[src/hdl/fmfs_pkg.sv]
package fmfs_pkg;

    // Map geometry.
    localparam int MAP_UNITS = 4096;
    localparam int ADDR_W    = $clog2(MAP_UNITS);
    localparam int CNT_W     = ADDR_W + 1;

    // Item operation codes.
    typedef enum logic {
        OP_MARK   = 1'b0,
        OP_SEARCH = 1'b1
    } op_t;

    // Search rules.
    typedef enum logic [1:0] {
        FIT_FIRST = 2'd0,
        FIT_NEXT  = 2'd1,
        FIT_BEST  = 2'd2,
        FIT_WORST = 2'd3
    } fit_t;

    // Configuration register indexes.
    typedef enum logic {
        CFG_USE_START = 1'b0,
        CFG_USE_SIZE  = 1'b1
    } cfg_index_t;

    // Sequencer states.
    typedef enum logic [2:0] {
        S_CLEAR,
        S_IDLE,
        S_SETUP,
        S_SCAN,
        S_DECIDE,
        S_RESULT
    } state_t;

    // One request.
    typedef struct packed {
        op_t                op;
        fit_t               strategy;
        logic [CNT_W-1:0]   req_size;
        logic [ADDR_W-1:0]  entry_addr;
        logic               entry_used;
    } req_t;

    // One result.
    typedef struct packed {
        logic               found;
        logic [ADDR_W-1:0]  alloc_addr;
    } result_t;

    // Control from the sequencer to the run unit.
    typedef struct packed {
        logic               clear;
        logic               step;
        logic [ADDR_W-1:0]  bit_addr;
        logic               last;
        logic               runs_mode;
        logic               best;
        logic [CNT_W-1:0]   size;
    } scan_ctrl_t;

    // Status from the run unit back to the sequencer.
    typedef struct packed {
        logic               hit;
        logic [ADDR_W-1:0]  hit_addr;
        logic               runs_found;
        logic [ADDR_W-1:0]  runs_addr;
    } scan_stat_t;

endpackage

[src/hdl/fmfs_run_unit.sv]
module fmfs_run_unit
    import fmfs_pkg::*;
(
    input  logic       clk,
    input  logic       rst_n,
    input  scan_ctrl_t ctrl,
    input  logic       bit_used,
    output scan_stat_t stat
);

    logic [CNT_W-1:0]  run_len_reg, run_len_next;
    logic [ADDR_W-1:0] run_first_reg, run_first_next;
    logic              have_reg, have_next;
    logic [CNT_W-1:0]  pick_len_reg, pick_len_next;
    logic [ADDR_W-1:0] pick_addr_reg, pick_addr_next;

    logic              unit_free;
    logic [CNT_W-1:0]  ext_len;
    logic [CNT_W-1:0]  cand_len;
    logic [ADDR_W-1:0] cand_first;
    logic              run_close;
    logic              take;

    // Length and start of the free run if the current unit extends it.
    always_comb
    begin
        unit_free  = !bit_used;
        ext_len    = run_len_reg + CNT_W'(1);
        cand_first = (run_len_reg == '0) ? ctrl.bit_addr : run_first_reg;
        cand_len   = unit_free ? ext_len : run_len_reg;
        run_close  = ctrl.step && (bit_used || ctrl.last);
    end

    // Candidate selection for best and worst fit when a run closes.
    always_comb
    begin
        take = 1'b0;
        if (run_close && ctrl.runs_mode && (cand_len != '0))
        begin
            if (ctrl.best)
            begin
                take = (cand_len >= ctrl.size) && (!have_reg || (cand_len < pick_len_reg));
            end
            else
            begin
                take = !have_reg || (cand_len > pick_len_reg);
            end
        end
    end

    // Next values of the run and pick registers.
    always_comb
    begin
        run_len_next   = run_len_reg;
        run_first_next = run_first_reg;
        have_next      = have_reg;
        pick_len_next  = pick_len_reg;
        pick_addr_next = pick_addr_reg;
        if (ctrl.clear)
        begin
            run_len_next = '0;
            have_next    = 1'b0;
        end
        else if (ctrl.step)
        begin
            if (unit_free)
            begin
                run_len_next   = ext_len;
                run_first_next = cand_first;
            end
            else
            begin
                run_len_next = '0;
            end
            if (take)
            begin
                have_next      = 1'b1;
                pick_len_next  = cand_len;
                pick_addr_next = cand_first;
            end
        end
    end

    always_ff @(posedge clk or negedge rst_n)
    begin
        if (!rst_n)
        begin
            run_len_reg <= '0;
            have_reg    <= 1'b0;
        end
        else
        begin
            run_len_reg <= run_len_next;
            have_reg    <= have_next;
        end
    end

    always_ff @(posedge clk)
    begin
        run_first_reg <= run_first_next;
        pick_len_reg  <= pick_len_next;
        pick_addr_reg <= pick_addr_next;
    end

    // A first-fit or next-fit scan stops once the run reaches the requested size.
    always_comb
    begin
        stat.hit        = ctrl.step && !ctrl.runs_mode && unit_free && (ext_len == ctrl.size);
        stat.hit_addr   = cand_first;
        stat.runs_found = have_reg && (pick_len_reg >= ctrl.size);
        stat.runs_addr  = pick_addr_reg;
    end

endmodule

[config.mk]
export PLATFORM = sky130hd
export DESIGN_NAME = fmfs_run_unit
export DESIGN_NICKNAME = d
export VERILOG_FILES = /design/src/hdl/fmfs_pkg.sv /design/src/hdl/fmfs_run_unit.sv
export SDC_FILE = /design/constraint.sdc
export NUM_CORES = 1
export LEC_CHECK = 0
export ABC_AREA = 1
export BUFFER_PORTS_ARGS = -buffer_cell sky130_fd_sc_hd__buf_2
export CAP_MARGIN = 15
export CORE_MARGIN = 1
export CORE_UTILIZATION = 55
export CTS_CLUSTER_DIAMETER = 120
export CTS_CLUSTER_SIZE = 28
export DETAILED_ROUTE_END_ITERATION = 8
export PLACE_DENSITY = 0.89
export SLEW_MARGIN = 20
export SYNTH_ARGS = -nofsm -noshare
export SYNTH_HDL_FRONTEND = slang
export SYNTH_SLANG_ARGS = --single-unit
[constraint.sdc]
create_clock -name clk -period 4.7 [get_ports clk]
set_clock_uncertainty 0.05 [all_clocks]
set_input_delay 0 -clock clk [delete_from_list [all_inputs] [get_ports clk]]
set_output_delay 0 -clock clk [all_outputs]
set_load 0.02 [all_outputs]
### Yosys cells after proc, flatten, opt, wreduce, memory -nomap -nowiden

Cells that the tools add are included.

| cells by class | value |
|---|---|
| add/sub/neg operators | 1 |
| magnitude comparators | 4 |
| equality and inequality tests | 1 |
| muxes and demuxes | 10 |
| bitwise logic cells | 2 |
| reductions and logical operators | 21 |

Operators with widths:

| cell | count |
|---|---|
| 2-to-1 mux 13 bit | 4 |
| greater-or-equal comparator 13 bit | 2 |
| adder 13 x 1 -> 13 bit, second input constant | 1 |
| equality test 13 bit | 1 |
| greater-than comparator 13 bit | 1 |
| zero test 13 bit | 1 |
| < comparator 13 bit | 1 |
| nonzero test 13 bit | 1 |
| 2-to-1 mux 12 bit | 1 |
| logical AND 1 bit | 8 |
| AND reduction 3 bit | 2 |
| 2-to-1 mux 1 bit | 5 |
| nonzero test 2 bit | 2 |
| zero test 1 bit | 3 |
| logical OR 1 bit | 3 |
| NOT 1 bit | 2 |
| AND reduction 2 bit | 1 |

| word-level totals | value |
|---|---|
| bits in registers | 51 |
| output and inout port bits | 26 |

### Logic depth before layout (Yosys ltp)

Gate-level depths: netlist (run 1).

| logic depth | value |
|---|---|
| depth in word-level cells | 10 |
| mapped depth | 21 |

### Least setup slack after synthesis (run 1)

OpenSTA, ideal clock, no wires.

| path | value |
|---|---|
| path kind | register to register |
| start point | reg run_len_reg[0] |
| end point | reg pick_addr_reg[0] (enable) |
| library setup time | 0.380 ns |
| arrival | 2.654 ns |
| data required time | 4.270 ns |
| setup slack | 1.616 ns |
| stages on the path, launching flop included | 20 |
| period minus slack after synthesis | 3.084 ns |
| cells stage by stage | dfrtp_1 ha_1 nand2_2 nor2_4 nand4_1 nand3_1 nand2_1 ha_1 nand2_1 nor2_1 inv_1 nor2_1 nand2_1 nand2_1 nand2_1 nand2_1 nand2_1 nor2_1 nand2_1 inv_1 |

| between the ends | value |
|---|---|
| word-level cells in the longest chain between the ends | 8 |
| elaborated cells between the ends (all ways) | 13 |

RTL lines:

| item | line | source |
|---|---|---|
| from (decl) | fmfs_run_unit.sv:11 | `logic [CNT_W-1:0] run_len_reg, run_len_next;` |
| from (signal assigned) | fmfs_run_unit.sv:93 | `run_len_reg <= run_len_next;` |
| adder 13 x 1 -> 13 bit (*) | fmfs_run_unit.sv:28 | `ext_len = run_len_reg + CNT_W'(1);` |
| 2-to-1 mux 13 bit (*) | fmfs_run_unit.sv:30 | `cand_len = unit_free ? ext_len : run_len_reg;` |
| net cand_len[12] | fmfs_run_unit.sv:19 | `logic [CNT_W-1:0] cand_len;` |
| < comparator 13 bit | fmfs_run_unit.sv:42 | `take = (cand_len >= ctrl.size) && (!have_reg \|\| (cand_len < pick_len_reg));` |
| logical OR 1 bit | fmfs_run_unit.sv:42 |  |
| logical AND 1 bit | fmfs_run_unit.sv:42 |  |
| 2-to-1 mux 1 bit | fmfs_run_unit.sv:40 | `if (ctrl.best)` |
| 2-to-1 mux 1 bit (*) | fmfs_run_unit.sv:38 | `if (run_close && ctrl.runs_mode && (cand_len != '0))` |
| AND reduction 3 bit (no source line) (*) | - |  |
| to (signal assigned) | fmfs_run_unit.sv:102 | `pick_addr_reg <= pick_addr_next;` |
| to (decl) | fmfs_run_unit.sv:15 | `logic [ADDR_W-1:0] pick_addr_reg, pick_addr_next;` |

The timed path passes the listed nets; every way through them passes the cells marked *.
A chain may end at the register's enable or synchronous reset.

### Worst setup path after layout (run 1)

| path | value |
|---|---|
| start point | reg run_len_reg[0] |
| end point | reg pick_addr_reg[8] (enable) |

Same word-level chain as after synthesis.

==> impl_metrics.yaml, run 1 <==
layout:
  num-fill-cells: 510
  fin_nets: 584
  fraction_of_layout_instances_using_a_drive_strength_above_1_pct: 16.86
  layout.core_utilization_pct: 66.21
  antenna-diode-count: 0
  layout-area-overhead-vs-synth_pct: 16.41
detailed_routing:
  vias: 3336
  vias_per_cell: 5.683
  route.detailed.wl_per_inst_microns: 15.63
  drt_iter0_markers: 295
  drc: 0
  wl_microns: 9173
  drt_pass1_iterations: 6
  route.antenna.remaining_nets: 0
clock_tree:
  ctsHtreeMaxLevel: 2
  postCtsSetupBuffers: 0
  cts_made_buffers: 5
  cts_sinks: 51
  worst_skew_pair.late_latency_ns: 0.32
  max-clock-path-buffers: 2
  cts_repair_resized_insts: 0
  cts_tree: "built"
  clk_pin_slew_worst_paths_ns: 0.10
  cts_root_buf: "clkbuf_8"
  cts_hold_buf: 13
power:
  power.density_nw_per_um2: 222.8
  peakVddDrop_uv: 228.9
  static-leakage-power_nw: 2.040
run_status:
  status: "finished, final reports clean"
critical_path:
  crit_path_max_fanout: 25
  critPathLaunchType: "flip-flop"
  critical_path.endpoint_type: "flip-flop"
  timing.critical_path.to: "pick_addr_reg[8]$_DFFE_PP_"
  worstReg2RegStart: "run_len_reg[0]$_DFFE_PN0P_"
  path_delay_family: "simple AND/OR/NAND/NOR gates"
  timing.critical_path.cells: "ha_1, nand2_2, nor2_1, nand2_1, nand2_1, nand2_1, o21ai_1, ha_1, nand2_1, nor2_1, inv_1, nor2_1, nand2_1, nand2_1, nand2_1, nand2_1, nand2_1, nor2_1, nand2_1, inv_1"
  crit_top_cell: "nand2_1"
  critical_path_arrival_ns: 3.65
  critical_path.max_stage_delay_ns: 0.72
  regToRegEndpoint: "pick_addr_reg[8]$_DFFE_PP_"
  cp.depth: 20
  ff2ff_setup_slack_ns: 0.94
  worstSetupStartpoint: "run_len_reg[0]$_DFFE_PN0P_"
  critical_path.n_buffers_inverters: 2
  critical_path_class: "reg2reg"
  r2r.worst_path.cells: 20
  slowest_cp_cell: "inv_1"
  cp.required_ns: 4.59
timing:
  hold_violations: 0
  period_share_pct: 79.94
  timing.final.max_slew_violations: 0
  setup_tns_ns: 0
  final_period_minus_worst_setup_slack_ns: 3.757
  slew_headroom_pct: 28.90
  timing.final.setup_violations: 0
  grt_setup_unrepaired: "false"
  worst-slew-pin-transition_ns: 1.063
  timing.fmax_ghz: 0.2662
grt:
  globalRouteTotalUtil_pct: 27.53
  antenna_found_initial: 0
  number_of_global_route_vias_before_repair: 3158
  wire_length_of_the_first_global_routing_pass_microns: 15050
  grt_start_max_net_pins: 26
  overflow: 0
flow_run:
  drv_cap: 0
die:
  start_util_pct: 56.88
  fp-row-count: 29
  die_outline_width_microns: 82.80
  io_pins: 59
  floorplan.die_area_sq_um: 6856
  die_y_microns: 82.80
  coreArea_sq_um: 6314
yosys:
  synth-warning-count: 0
  ys_seq_elements: 51
  ys_seq_area_share_pct: 40.70
  synthesis.instances: 436
  yosysUniqueCellTypes: 30
  syn_area_sq_um: 3591
  mappedNetlistNets: 511
  synth.avg_cell_area_sq_um: 8.236
hold_path:
  timing.hold.worst_path_depth: 2
  worst_hold_path_type: "in2reg"
placement:
  numPortBuffers: 58
  dp_hpwl_microns: 6822
  gp_routability_congestion: 1.021
## report_power, final
| part | internal (W) | switching, W | total, W |
|---|---|---|---|
| Combinational | 0.0000607 | 0.0000947 | 0.000155 |
| Sequential | 0.000494 | 0.00000365 | 0.000498 |
| Clock | 0.000110 | 0.000169 | 0.000279 |
| Total | 0.000665 | 0.000267 | 0.000931 |
## layout by cell type, fill, tap and decap left out, drive strengths merged
master | synthesis | routed
clkinv | 0 | 1
edfxtp | 37 | 37
xnor2 | 1 | 1
o211a | 1 | 1
mux2 | 12 | 12
ha | 42 | 42
inv | 68 | 70
nand3 | 34 | 34
clkbuf | 2 | 5
nor2 | 36 | 36
o21bai | 1 | 1
o22ai | 12 | 12
and2 | 1 | 1
o21ai | 13 | 13
o211ai | 1 | 1
o21a | 1 | 1
nand4 | 7 | 7
nand2 | 122 | 122
buf | 3 | 58
nor4 | 3 | 3
dlygate4sd3 | 0 | 13
nand3b | 1 | 1
nor3 | 3 | 3
dfrtp | 14 | 14
xor2 | 4 | 4
a21oi | 17 | 17
## synth_stat cells
library cell | number | area, sq um
nor4_1 | 3 | 18.77
nor3_1 | 3 | 15.01
a21oi_1 | 17 | 85.08
o211a_1 | 1 | 10.01
o211ai_1 | 1 | 7.510
nand3_1 | 33 | 165.2
o21a_1 | 1 | 7.510
xnor2_1 | 1 | 8.760
dfrtp_1 | 14 | 350.3
inv_2 | 1 | 3.750
mux2_2 | 12 | 135.1
nand2_2 | 2 | 12.51
ha_1 | 42 | 525.5
and2_1 | 1 | 6.260
nand3_2 | 1 | 10.01
nand3b_1 | 1 | 7.510
nor2_4 | 3 | 33.78
o21bai_1 | 1 | 7.510
nor2_2 | 1 | 6.260
inv_1 | 67 | 251.5
o21ai_0 | 8 | 40.04
nor2_1 | 32 | 120.1
xor2_1 | 4 | 35.03
nand4_1 | 7 | 43.79
nand2_1 | 120 | 450.4
edfxtp_1 | 37 | 1111
o22ai_1 | 12 | 75.07
buf_2 | 3 | 15.01
clkbuf_1 | 2 | 7.510
o21ai_1 | 5 | 25.02
## how the worst min path moves through the flow
stage	from	end	slack (ns)
detailed placement	rst_n	run_len_reg[9]$_DFFE_PN0P_	-0.14
finish	ctrl[27]	pick_addr_reg[11]$_DFFE_PP_	0.01
floorplan	rst_n	have_reg$_DFFE_PN0P_	-0.35
global placement	rst_n	run_len_reg[9]$_DFFE_PN0P_	-0.14
CTS	ctrl[27]	run_first_reg[11]$_DFFE_PP_	0.001
global route	ctrl[27]	pick_addr_reg[11]$_DFFE_PP_	0.01
## layer usage
metal	global-route usage (%)	routed length, microns	up-vias
li1	-	-	1600
met1	35.26	3696	1549
met2	46.65	4533	164
met3	4.175	654	23
met4	11.44	289	0
met5	0	0	-
## cell type report
class | count | area (sq um) | area share [%]
Timing Repair Buffer | 71 | 420.4 | 10.06
Sequential cell | 51 | 1461 | 34.96
Inverter | 68 | 255.2 | 6.106
Clock buffer | 5 | 68.82 | 1.646
Clock inverter | 3 | 26.28 | 0.6286
Tap cell | 77 | 96.34 | 2.305
Multi-Input combinational cell | 312 | 1852 | 44.30
## stage by stage
step                std cells  setup slack [ns]  instance area [sq um]  hold slack [ns]  total power (W)
finish                    587            0.9430                   4180          0.01198        0.0009314
global route              587            0.5972                   4180          0.01269        0.0009631
floorplan                 436             1.616                   3591          -0.3456        0.0005985
CTS                       587            0.9325                   4180         0.001146        0.0009272
detailed placement        566             1.026                   3955          -0.1412        0.0006506
global placement          566             1.228                   3955          -0.1427        0.0006437
## logic make-up after synthesis
group                    Yosys count  synth area share [%]
multiplexers                      12                 3.763
XOR/XNOR                           5                 1.219
AND/OR/NAND/NOR                  207                 24.77
buffers and inverters             73                 7.735
AO/OA/AOI/OAI                     46                 7.178
flip-flops                        51                 40.70
adder cells (fa/ha/maj)           42                 14.63
(Power assumes the default switching activity.)
==> inputs of run 2 (changes only) <==
clock period = 3.7 ns   (was 4.7 ns; I/O delays follow)
==> run 2 against run 1 <==
Compared with the run above:
- hold slack got worse by 0.011 ns
- register-to-register slack worse by 0.70 ns
- fmax grew 8.8%
- die area unchanged
- total power grew 34%
- setup slack worse by 0.70 ns
- final cell count is 0.51% higher
- critical path depth stayed put
- via count is 1.4% higher
- critical path type unchanged
- critical endpoint unchanged
- largest cell class unchanged
- largest power group unchanged
==> impl_metrics.yaml, run 2 (synthesis results as in run 1) <==
clock_tree:
  cts_root_buf: "clkbuf_8"
  worst_skew_pair.late_latency_ns: 0.32
  clk_pin_slew_worst_paths_ns: 0.10
  cts_sinks: 51
  cts_tree: "built"
  ctsHtreeMaxLevel: 2
  cts_made_buffers: 5
  max-clock-path-buffers: 2
detailed_routing:
  vias: 3383
  route.detailed.wl_per_inst_microns: 16.08
  drt_pass1_iterations: 5
  drt_iter0_markers: 357
  route.antenna.remaining_nets: 0
  drc: 0
  vias_per_cell: 5.734
  wl_microns: 9487
layout:
  mostFrequentLayoutCells: "120 x nand2_1, 66 x inv_1, 58 x buf_2"
  final_cell_area_sq_um: 4239
  multiInputGateArea_sq_um: 1852
  layout-area-overhead-vs-synth_pct: 18.05
  layout.cells.most_common: "nand2_1"
  num-fill-cells: 498
  layout.area.seq_sq_um: 1461
  antenna-diode-count: 0
  fin_nets: 587
  fraction_of_layout_instances_using_a_drive_strength_above_1_pct: 17.35
die:
  fp-row-count: 29
  start_util_pct: 56.88
  die_outline_width_microns: 82.80
  coreArea_sq_um: 6314
  floorplan.die_area_sq_um: 6856
  die_y_microns: 82.80
  io_pins: 59
timing:
  final_period_minus_worst_setup_slack_ns: 3.454
  worst-slew-pin-transition_ns: 0.6357
  hold_violations: 0
  setup_tns_ns: 0
  slew_headroom_pct: 57.50
  timing.final.max_slew_violations: 0
  timing.fmax_ghz: 0.2895
  grt_setup_unrepaired: "false"
  timing.final.setup_violations: 0
  period_share_pct: 93.35
power:
  switching_power_w: 0.0003403
  peakVddDrop_uv: 311.6
  pwr-share-seq_pct: 50.5
  power.share.combinational_pct: 16.1
  static-leakage-power_nw: 2.065
  power.switching_fraction_pct: 27.19
  power.density_nw_per_um2: 295.3
  clock_power_share_pct: 33.4
  internal_power_w: 0.0009116
grt:
  wire_length_of_the_first_global_routing_pass_microns: 15280
  overflow: 0
  grt_start_max_net_pins: 21
  number_of_global_route_vias_before_repair: 3285
  antenna_found_initial: 0
  globalRouteTotalUtil_pct: 28.07
run_status:
  status: "finished, final reports clean"
hold_path:
  timing.hold.worst_path_depth: 4
  min_from: "ctrl[28]"
  worst_hold_path_type: "in2reg"
  hold-path-endpoint: "run_len_reg[6]$_DFFE_PN0P_"
placement:
  numPortBuffers: 58
  gp_routability_congestion: 0.9899
  placedInstanceArea_sq_um: 3983
  dp_hpwl_microns: 6826
critical_path:
  critPathLaunchType: "flip-flop"
  regToRegEndpoint: "pick_addr_reg[8]$_DFFE_PP_"
  critical_path_class: "reg2reg"
  worstReg2RegStart: "run_len_reg[0]$_DFFE_PN0P_"
  critical_path_arrival_ns: 3.44
  cp.required_ns: 3.68
  critical_path.endpoint_type: "flip-flop"
  ff2ff_setup_slack_ns: 0.25
  crit_path_max_fanout: 20
  r2r.worst_path.cells: 20
flow_run:
  drv_cap: 0
run 2: cell count changes in the layout (fill, tap and decap cells not counted):
cell / previous run / this run
dlygate4sd3_1: 13 / 14
buf_4: 0 / 1
buf_12: 0 / 1
inv_2: 1 / 2
inv_6: 2 / 1
bufinv_16: 0 / 1
inv_1: 67 / 66
run 2: what timing repair did:
item	in CTS	in global routing
endpoints found under the setup margin	0	20
resized for setup	0	1
hold buffers	14	0
hold endpoints to repair	40	0
buffers inserted	0	0
run 2: final cells by class:
type / instances / share of cell area [%]
well taps: 77 / 2.273
clock buffers: 5 / 1.623
multi-input cells: 312 / 43.68
inverters: 68 / 6.021
flip-flops and latches: 51 / 34.47
repair buffers: 74 / 10.80
clock inverters: 3 / 1.122
run 2: worst max path at each step:
stage                          startpoint                     endpoint  slack [ns]  cells past startpoint
2_1_floorplan  run_len_reg[0]$_DFFE_PN0P_   pick_addr_reg[0]$_DFFE_PP_        0.62                     19
3_3_place_gp   run_len_reg[0]$_DFFE_PN0P_   pick_addr_reg[8]$_DFFE_PP_        0.63                     20
3_5_place_dp   run_len_reg[0]$_DFFE_PN0P_  pick_addr_reg[11]$_DFFE_PP_        0.44                     20
4_1_cts        run_len_reg[0]$_DFFE_PN0P_   pick_len_reg[11]$_DFFE_PP_        0.27                     20
5_1_grt        run_len_reg[0]$_DFFE_PN0P_   pick_addr_reg[8]$_DFFE_PP_        0.01                     20
6_report       run_len_reg[0]$_DFFE_PN0P_   pick_addr_reg[8]$_DFFE_PP_        0.25                     20
run 2: layer usage:
metal  up-vias  wire (microns)  share of wire, %  GRT usage (%)
met5         -               0                 0              0
met4         0             313               3.3          13.01
met3        33             819               8.6          4.374
met2       197            4607                49          47.69
met1      1542            3747                39          35.20
li1       1611               -                 -              -
run 2: metrics by stage:
stage | power [W] | util [%] | instances | setup WS [ns] | hold slack [ns]
floorplan | 0.0007603 | - | 436 | 0.6164 | -0.3456
global placement | 0.0008202 | 63.08 | 568 | 0.6279 | -0.1375
detailed placement | 0.0008277 | 63.08 | 568 | 0.4431 | -0.1303
CTS | 0.001239 | 67.14 | 590 | 0.2655 | 0.0004668
global route | 0.001287 | 67.14 | 590 | 0.01492 | 0.07135
finish | 0.001252 | 67.14 | 590 | 0.2461 | 0.001360
run 2: power groups by stage:
stage / Sequential, W / Combinational, W / Clock (W)
after detailed placement: 0.000644 / 0.000184 / 0
final: 0.000632 / 0.000202 / 0.000419
after floorplan: 0.000646 / 0.000115 / 0
after global routing: 0.000633 / 0.000220 / 0.000434
after CTS: 0.000631 / 0.000197 / 0.000411
after global placement: 0.000643 / 0.000177 / 0
run 2: critical path: stages (launching register included):
cell and delay, ns:
dfrtp_1 0.43, ha_1 0.23, nand2_2 0.12, nor2_4 0.17
nand4_1 0.17, nand3_1 0.17, nand2_1 0.11, ha_1 0.34
nand2_1 0.09, nor2_1 0.15, inv_1 0.06, nor2_1 0.17
nand2_1 0.09, nand2_1 0.11, nand2_1 0.06, nand2_1 0.05
nand2_1 0.06, nor2_1 0.11, nand2_1 0.08, inv_2 0.14
buf_12 0.19
